File: config.mk
export PLATFORM = sky130hd
export DESIGN_NAME = isl_cell
export DESIGN_NICKNAME = d
export VERILOG_FILES = /design/src/rtl/isl_pkg.sv /design/src/rtl/isl_cell.sv
export SDC_FILE = /design/constraint.sdc
export NUM_CORES = 1
export LEC_CHECK = 0
export ABC_AREA = 1
export BUFFER_PORTS_ARGS = -buffer_cell sky130_fd_sc_hd__buf_2
export CAP_MARGIN = 20
export CORE_MARGIN = 3
export CORE_UTILIZATION = 47
export DETAILED_ROUTE_END_ITERATION = 10
export PLACE_DENSITY = 0.95
export SLEW_MARGIN = 10
export SYNTH_ARGS = -nofsm -noshare
export SYNTH_HDL_FRONTEND = slang
export SYNTH_SLANG_ARGS = --single-unit
File: constraint.sdc
create_clock -name i_clk -period 4.1 [get_ports i_clk]
set_input_delay 0.41 -clock i_clk [delete_from_list [all_inputs] [get_ports i_clk]]
set_output_delay 0.41 -clock i_clk [all_outputs]
set_load 0.05 [all_outputs]
File: src/rtl/isl_pkg.sv
// ----------------------------------------------------------------------------
// isl_pkg: shared definitions for the indexed shift list
// Operation and status codes, fixed port widths and the control bundle
// that the top level broadcasts to the row of storage cells.
// ----------------------------------------------------------------------------
package isl_pkg;

    // Fixed widths of the channel fields.
    localparam int KIND_W   = 3;
    localparam int POS_W    = 6;
    localparam int DATA_W   = 32;
    localparam int STATUS_W = 2;
    localparam int COUNT_W  = 7;

    // Widest cell index over the supported capacity range (up to 1024).
    localparam int MAX_IDX_W = 10;

    localparam int DEF_CAPACITY  = 64;
    localparam int DEF_WORD_BITS = 32;

    // Operation codes on the kind field.
    localparam logic [KIND_W-1:0] KIND_APPEND = 3'd0;
    localparam logic [KIND_W-1:0] KIND_GET    = 3'd1;
    localparam logic [KIND_W-1:0] KIND_PUT    = 3'd2;
    localparam logic [KIND_W-1:0] KIND_INSERT = 3'd3;
    localparam logic [KIND_W-1:0] KIND_REMOVE = 3'd4;
    localparam logic [KIND_W-1:0] KIND_POP    = 3'd5;
    localparam logic [KIND_W-1:0] KIND_SHIFT  = 3'd6;

    // Result status codes.
    localparam logic [STATUS_W-1:0] ST_OK    = 2'd0;
    localparam logic [STATUS_W-1:0] ST_RANGE = 2'd1;
    localparam logic [STATUS_W-1:0] ST_FULL  = 2'd2;
    localparam logic [STATUS_W-1:0] ST_EMPTY = 2'd3;

    // Per-cell actions.
    localparam logic [1:0] CELL_HOLD = 2'd0;
    localparam logic [1:0] CELL_LOAD = 2'd1;  // target cell takes the new word
    localparam logic [1:0] CELL_INS  = 2'd2;  // target loads, cells above take left
    localparam logic [1:0] CELL_DEL  = 2'd3;  // target and cells above take right

    typedef struct packed {
        logic [1:0]           op;
        logic [MAX_IDX_W-1:0] target;
    } t_cell_ctl;

endpackage

File: src/rtl/isl_cell.sv
// ----------------------------------------------------------------------------
// isl_cell: one storage cell of the indexed shift list
// Holds one list entry and, on each cycle, keeps it, loads the new word,
// or takes the word of its lower or upper neighbor.
// ----------------------------------------------------------------------------
module isl_cell
    import isl_pkg::*;
#(
    parameter int WORD_BITS  = DEF_WORD_BITS,
    parameter int CELL_INDEX = 0
) (
    input  logic                 i_clk,
    input  t_cell_ctl            i_ctl,
    input  logic [WORD_BITS-1:0] i_load_word,
    input  logic [WORD_BITS-1:0] i_left_word,
    input  logic [WORD_BITS-1:0] i_right_word,
    output logic [WORD_BITS-1:0] o_word
);

    localparam logic [MAX_IDX_W-1:0] MY_IDX = MAX_IDX_W'(CELL_INDEX);

    logic [WORD_BITS-1:0] r_word;
    logic [WORD_BITS-1:0] n_word;
    logic                 w_hit;
    logic                 w_above;

    assign w_hit   = (MY_IDX == i_ctl.target);
    assign w_above = (MY_IDX > i_ctl.target);

    always_comb begin
        n_word = r_word;
        case (i_ctl.op)
            CELL_LOAD: begin
                if (w_hit) begin
                    n_word = i_load_word;
                end
            end
            CELL_INS: begin
                if (w_hit) begin
                    n_word = i_load_word;
                end else if (w_above) begin
                    n_word = i_left_word;
                end
            end
            CELL_DEL: begin
                if (w_hit || w_above) begin
                    n_word = i_right_word;
                end
            end
            default: begin
                n_word = r_word;
            end
        endcase
    end

    always_ff @(posedge i_clk) begin
        r_word <= n_word;
    end

    assign o_word = r_word;

endmodule

Yosys cells after proc, flatten, opt, wreduce, memory -nomap -nowiden
Index checks and enable logic that the tools add are counted.
{"block": "classes", "mux": 5, "n_eq_ne": 6, "reduce_logical": 4, "n_lt_le_gt_ge": 1}
{"op": "$mux 32", "count": 4}
{"op": "$pmux 32 s3", "count": 1}
{"op": "$gt 1x10->1 const A", "count": 1}
{"op": "$logic_not 10->1", "count": 1}
{"op": "$eq 2x2->1 const B", "count": 2}
{"op": "$ne 2x2->1 const B", "count": 2}
{"op": "$reduce_and 4->1", "count": 1}
{"op": "$ne 3x3->1 const B", "count": 1}
{"op": "$reduce_bool 3->1", "count": 1}
{"op": "$eq 2x1->1 const B", "count": 1}
{"op": "$logic_or 1x1->1", "count": 1}
{"block": "word_totals", "in_bits": 109, "output_inout_bits": 32, "word_cells": 17, "register_bits": 32}

Longest topological paths before layout
Gate-level depths: netlist of run 1.
{"block": "depth", "ltp_word": 4, "mapped_depth": 8, "depth_no_buf": 7}

Least setup slack after synthesis of run 1
OpenSTA, ideal clock, no wires.
{"block": "synth_path", "kind": "input to register", "startpoint": "input port i_ctl[4] in the netlist's numbering", "endpoint": "register r_word[0], in the netlist o_word[0], enable pin", "setup_slack_ns": 1.370, "required_ns": 3.679, "setup_ns": 0.421, "path_stages": 6, "arrival_time_ns": 2.309, "path_buffers": 1, "cell_sequence": "nor2_2 -> nand3_2 -> nor2_4 -> buf_6 -> inv_2 -> nor2_1"}
{"block": "synth_between", "elab_chain_len": 4, "elab_cells_between_ends": 7, "cone_classes": "order compare (1); eq/ne (3); reduce/logical (3)"}
{"element": "from (decl)", "line_no": "isl_cell.sv:13", "text": "input t_cell_ctl i_ctl,"}
{"element": "$gt 1x10->1 or $logic_not 10->1 (tied branches)", "line_no": "isl_cell.sv:28, isl_cell.sv:27"}
{"element": "$logic_or 1x1->1", "line_no": "isl_cell.sv:46", "text": "if (w_hit || w_above) begin"}
{"element": "$ne 2x2->1 (no line)"}
{"element": "$reduce_and 4->1 (no line) *"}
{"element": "to (signal assigned)", "line_no": "isl_cell.sv:57", "text": "r_word <= n_word;"}
{"element": "to (decl)", "line_no": "isl_cell.sv:22", "text": "logic [WORD_BITS-1:0] r_word;"}
Mark *: on every way between the ends. The rest lies on a longest branch, timed or not.
A chain may end at the register's enable or synchronous reset.

Final worst setup path of run 1
{"block": "layout_path", "startpoint": "input port i_ctl[2] in the netlist's numbering", "endpoint": "register r_word[8], in the netlist o_word[8], enable pin"}
Same word-level chain as after synthesis.

==> results of run 1 <==
## cell usage in the layout, fill, tap and decap left out, drive strengths merged
master  instances
buf           143
nand2          71
inv            50
nand3          40
nor2           36
edfxtp         32
o21ai          31
o21bai         26
clkbuf          7
a31oi           1
clkinv          1
## power breakdown
part | switching (mW) | leakage (nW) | internal (mW)
clock | 0.105 | 0.0399 | 0.118
sequential | 0.0000859 | 0.277 | 0.364
combinational | 0.0712 | 1.17 | 0.0742
## routing by layer
layer	part of all wire	vias to the layer above	track usage
li1	-	1242	-
met1	0.38	1058	0.2110
met2	0.53	101	0.3783
met3	0.065	12	0.03298
met4	0.018	0	0.08932
met5	0	-	0
## tightest hold or removal path: stages
cell                       delay [ns]
sky130_fd_sc_hd__buf_2           0.08
sky130_fd_sc_hd__nor2_1          0.04
sky130_fd_sc_hd__o21bai_1        0.11
## cell type report
cell class	instances	share of cell area
clock buffer	7	0.02495
clock inverter	1	0.001227
inverter	50	0.06135
multi-input combinational	205	0.3354
sequential	32	0.3141
tap	65	0.02658
timing repair buffer	143	0.2364
## final timing paths
path       startpoint  slack, ns                   end
min   i_left_word[18]       0.47  o_word[18]$_DFFE_PP_
max          i_ctl[2]       1.80   o_word[8]$_DFFE_PP_
## synth_stat cells
| cell type | count | area share |
|---|---|---|
| sky130_fd_sc_hd__a31oi_1 | 1 | 0.0027 |
| sky130_fd_sc_hd__buf_2 | 9 | 0.020 |
| sky130_fd_sc_hd__buf_6 | 3 | 0.015 |
| sky130_fd_sc_hd__buf_8 | 1 | 0.0066 |
| sky130_fd_sc_hd__clkbuf_1 | 7 | 0.011 |
| sky130_fd_sc_hd__edfxtp_1 | 32 | 0.42 |
| sky130_fd_sc_hd__inv_1 | 49 | 0.080 |
| sky130_fd_sc_hd__inv_2 | 1 | 0.0016 |
| sky130_fd_sc_hd__nand2_1 | 71 | 0.12 |
| sky130_fd_sc_hd__nand3_1 | 39 | 0.085 |
| sky130_fd_sc_hd__nand3_2 | 1 | 0.0044 |
| sky130_fd_sc_hd__nor2_1 | 31 | 0.051 |
| sky130_fd_sc_hd__nor2_2 | 4 | 0.011 |
| sky130_fd_sc_hd__nor2_4 | 1 | 0.0049 |
| sky130_fd_sc_hd__o21ai_0 | 31 | 0.068 |
| sky130_fd_sc_hd__o21bai_1 | 16 | 0.053 |
| sky130_fd_sc_hd__o21bai_2 | 10 | 0.049 |
## cell families after synthesis
family / count (synthesis) / share of synthesized area
flip-flops: 32 / 0.4201
AO/OA/AOI/OAI: 58 / 0.1723
AND/OR/NAND/NOR: 147 / 0.2730
buffers and inverters: 70 / 0.1346
==> flow_metrics.tcl, run 1 <==
set metrics [dict create \
    status "complete, no violations" \
    crit_end_element "register" \
    antenna_found_initial 0 \
    first_global_vias 2217 \
    post_cts.repair.setup_buffers 0 \
    timing.critical_path.arrival_ns 2.20 \
    fin_crit_ns 2.304 \
    finalCritPeriodShare 0.5619 \
    worst_ir_drop_vdd_mv 0.1460 \
    max-clock-path-buffers 2 \
    antenna_cells_inserted 0 \
    multi_input_comb_area_um2 1026 \
    cp_max_fo 57 \
    tightest_slew_ns 0.8715 \
    tritoncts "done" \
    wire_length_after_detailed_routing_um 5898 \
    tritoncts.num_buffers 5 \
    relSlewSlack 0.4176 \
    cell_seen_most_often_among_critical_path_stages "sky130_fd_sc_hd__nor2_4" \
    finished_layout_cells 503 \
    power_density_of_the_placed_cells_nw_per_um2 239.3 \
    globalRouteOverflowTotal 0 \
    overall_die_width_um 75.76 \
    leakage_nw 1.489 \
    finalHoldViolCount 0 \
    layout.filler_cells 386 \
    maxCapViolations 0 \
    netlist_area_um2 2287 \
    routed-via-count 2413 \
    number_of_endpoints_failing_setup_at_the_final_stage 0 \
    die_h_um 75.76 \
    largest_reg_flops 32 \
    dp_cells 495 \
    kind_of_start_point_of_the_critical_path "input pin" \
    globalplace.congestion 0.7771 \
    yosys_warnings 0 \
    cts_root_buf "sky130_fd_sc_hd__clkbuf_8" \
    rsz0062_at_grt "no" \
    slew_violations 0 \
    postRouteAntennaNets 0 \
    avg_inst_size_synth_um2 7.450 \
    timing.final.ws_setup_ns 1.796 \
    htreeDepth 2 \
    detailed_place_hpwl_um 4497 \
    cts_sinks 32 \
    dpl_cell_area_um2 2979 \
    ctsHoldBuffers 0 \
    remaining_drc_errors 0 \
    fmax_mhz 434.1 \
    post_cts_resized 0 \
    synth_cell_type_count 17 \
    rows 24 \
    fraction_of_layout_instances_using_a_drive_strength_above_1 0.3790 \
    cp.buffers_inverters 3 \
    layout-area-overhead-vs-synth_pct 33.75 \
    crit_chain "buf_2 > nor2_2 > nand3_2 > nor2_4 > buf_4 > inv_2 > nor2_4" \
    portBuffers 140 \
    die_area_um2 5740 \
    final_core_utilization 0.6747 \
    timing.critical_path.required_ns 4.00 \
    yosysSeqAreaShare 0.4201 \
    viasPerCell 4.797 \
    total_power_of_the_final_layout_uw 732.1 \
    final.hold.worst_slack_ns 0.4724 \
    worstSetupPathDepth 7 \
    synth-seq-cells 32 \
    clock_pin_slew_reported_for_the_worst_setup_and_hold_paths_after_clock_tree_synthesis_ns 0.06 \
    layout.cell_area.non_filler_um2 3059 \
    initial_core_util 0.5044 \
    coreArea_um2 4534 \
    grt_usage 0.1988 \
    criticalPathCategory "input pin to register" \
    finalSetupTns_ns 0 \
    place_worst_setup_slack_ns 1.494 \
    worst_hold_path_type "input pin to register" \
    pin_count_of_the_biggest_net_entering_global_routing 58 \
    grt_pass1_wl_um 8832 \
    synthesis.nets 416 \
    timing.critical_path.max_delay_family "simple AND/OR/NAND/NOR gates" \
    critPathMaxStageDelay_ns 0.70 \
    dr.pass1.iters 4 \
    num_ports 141 \
    min_path_cells 3 \
    seqCellArea_um2 960.9 \
    initial_detailed_routing_violation_count 97 \
    post_synth_inst_count 307 \
    critical-path-slowest-cell "sky130_fd_sc_hd__nor2_4" \
    drt-wirelength-per-cell_um 11.73 \
    final_nets 546 \
]
Note: power is estimated with default switching activity, not from simulation.
==> inputs of run 2 (changes only) <==
CORE_UTILIZATION = 43   (was 47)
PLACE_DENSITY = 0.88   (was 0.95)
clock period = 2.2 ns   (was 4.1 ns; I/O delays follow)
==> flow_metrics.tcl, run 2 (synthesis results as in run 1) <==
set metrics [dict create \
    crit_chain "buf_2 > inv_1 > nor2_2 > buf_4 > nand3_1 > nand2_1 > inv_1" \
    cell_seen_most_often_among_critical_path_stages "sky130_fd_sc_hd__inv_1" \
    mostFrequentLayoutCell "sky130_fd_sc_hd__buf_2" \
    tightest_slew_ns 0.4908 \
    post_cts.repair.setup_buffers 0 \
    critical-path-slowest-cell "sky130_fd_sc_hd__buf_2" \
    slew_violations 0 \
    cp.buffers_inverters 4 \
    cts_sinks 32 \
    die_h_um 78.93 \
    fmax_mhz 749.7 \
    tritoncts.num_buffers 5 \
    initial_core_util 0.4628 \
    ctsHoldBuffers 0 \
    viasPerCell 4.882 \
    crit_end_element "register" \
    routed-via-count 2475 \
    criticalPathCategory "input pin to register" \
    htreeDepth 2 \
    grt_pass1_wl_um 9466 \
    cp_max_fo 32 \
    power.share.combinational 0.200 \
    globalRouteOverflowTotal 0 \
    detailed_place_hpwl_um 4642 \
    grt_usage 0.1899 \
    power.share.sequential 0.493 \
    fin_crit_ns 1.334 \
    final_nets 549 \
    die_area_um2 6230 \
    pin_count_of_the_biggest_net_entering_global_routing 57 \
    wire_length_after_detailed_routing_um 6112 \
    antenna_cells_inserted 0 \
    drt-wirelength-per-cell_um 12.06 \
    timing.critical_path.max_delay_family "buffers and inverters" \
    overall_die_width_um 78.93 \
    worst_hold_path_type "input pin to register" \
    relSlewSlack 0.6728 \
    cts_root_buf "sky130_fd_sc_hd__clkbuf_8" \
    power_frac_clock 0.306 \
    max-clock-path-buffers 2 \
    clock_pin_slew_reported_for_the_worst_setup_and_hold_paths_after_clock_tree_synthesis_ns 0.06 \
    p_sw_frac 0.2473 \
    worst_ir_drop_vdd_mv 0.2563 \
    post_cts_resized 0 \
    dr.pass1.iters 5 \
    finalCritPeriodShare 0.6063 \
    globalplace.congestion 0.7717 \
    finalHoldViolCount 0 \
    postRouteAntennaNets 0 \
    coreArea_um2 4942 \
    timing.critical_path.required_ns 2.24 \
    timing.critical_path.arrival_ns 1.38 \
    maxCapViolations 0 \
    kind_of_start_point_of_the_critical_path "input pin" \
    status "complete, no violations" \
    rsz0062_at_grt "no" \
    antenna_found_initial 0 \
    finalSetupTns_ns 0 \
    initial_detailed_routing_violation_count 99 \
    portBuffers 140 \
    num_ports 141 \
    largest_reg_flops 32 \
    leakage_nw 1.513 \
    layout_common_cells "sky130_fd_sc_hd__buf_2, sky130_fd_sc_hd__nand2_1, sky130_fd_sc_hd__inv_1" \
    fraction_of_layout_instances_using_a_drive_strength_above_1 0.3864 \
    final_core_utilization 0.6286 \
    critPathMaxStageDelay_ns 0.40 \
    remaining_drc_errors 0 \
    first_global_vias 2267 \
    tritoncts "done" \
    p_int_mw 1.035 \
    layout.filler_cells 438 \
    power.net_switching_uw 340.1 \
    rows 25 \
    number_of_endpoints_failing_setup_at_the_final_stage 0 \
    power_density_of_the_placed_cells_nw_per_um2 442.7 \
    layout-area-overhead-vs-synth_pct 35.83 \
]
==> run 2: cell types whose count changed in the layout (fill, tap and decap cells not counted) <==
cell | before | now
sky130_fd_sc_hd__clkbuf_1 | 2 | 1
sky130_fd_sc_hd__buf_12 | 0 | 2
sky130_fd_sc_hd__clkinv_2 | 0 | 1
sky130_fd_sc_hd__clkinv_1 | 1 | 0
sky130_fd_sc_hd__buf_4 | 3 | 4
==> run 2: per-stage QoR <==
stage	instance area [um2]	power, mW	hold slack (ns)	instances	setup slack [ns]
final	3107	1.375	0.2714	507	0.8661
after global placement	3029	0.9585	0.5541	500	0.6103
after global routing	3107	1.452	0.2700	507	0.7163
after floorplan	2290	0.8442	0.4622	307	0.1995
after CTS	3107	1.390	0.2647	507	0.8842
after detailed placement	3029	0.9677	0.5562	500	0.5718
==> run 2: tightest hold or removal path, stage by stage <==
cell                       delay (ns)
sky130_fd_sc_hd__buf_2           0.08
sky130_fd_sc_hd__nor2_1          0.04
sky130_fd_sc_hd__o21bai_2        0.11
==> run 2: final timing paths <==
check,startpoint,end,slack (ns),depth (start not counted)
hold / removal,i_left_word[6],o_word[6]$_DFFE_PP_,0.27,3
setup / recovery,i_ctl[11],o_word[22]$_DFFE_PP_,0.87,7
==> run 2: final cells by class <==
cell class,count,area [um2],area share
multi-input combinational,205,1026,0.3302
timing repair buffer,146,770.7,0.2481
inverter,50,187.7,0.06041
clock buffer,6,72.57,0.02336
sequential,32,960.9,0.3093
clock inverter,1,5.005,0.001611
tap,67,83.83,0.02698
==> run 2: power by group through the flow <==
| stage | combinational (mW) | clock (mW) | sequential (mW) |
|---|---|---|---|
| 3_3_place_gp | 0.267 | 0 | 0.692 |
| 2_1_floorplan | 0.151 | 0 | 0.694 |
| 4_1_cts | 0.277 | 0.435 | 0.678 |
| 5_1_grt | 0.314 | 0.460 | 0.678 |
| 3_5_place_dp | 0.276 | 0 | 0.692 |
| 6_report | 0.276 | 0.421 | 0.678 |
==> run 2: layer usage <==
metal	vias up	global-route usage	wire length [um]	share of wire
met2	140	0.3463	3098	0.51
met3	8	0.05329	623	0.10
met4	0	0.07216	84	0.014
met5	-	0	0	0
li1	1248	-	-	-
met1	1079	0.2082	2306	0.38
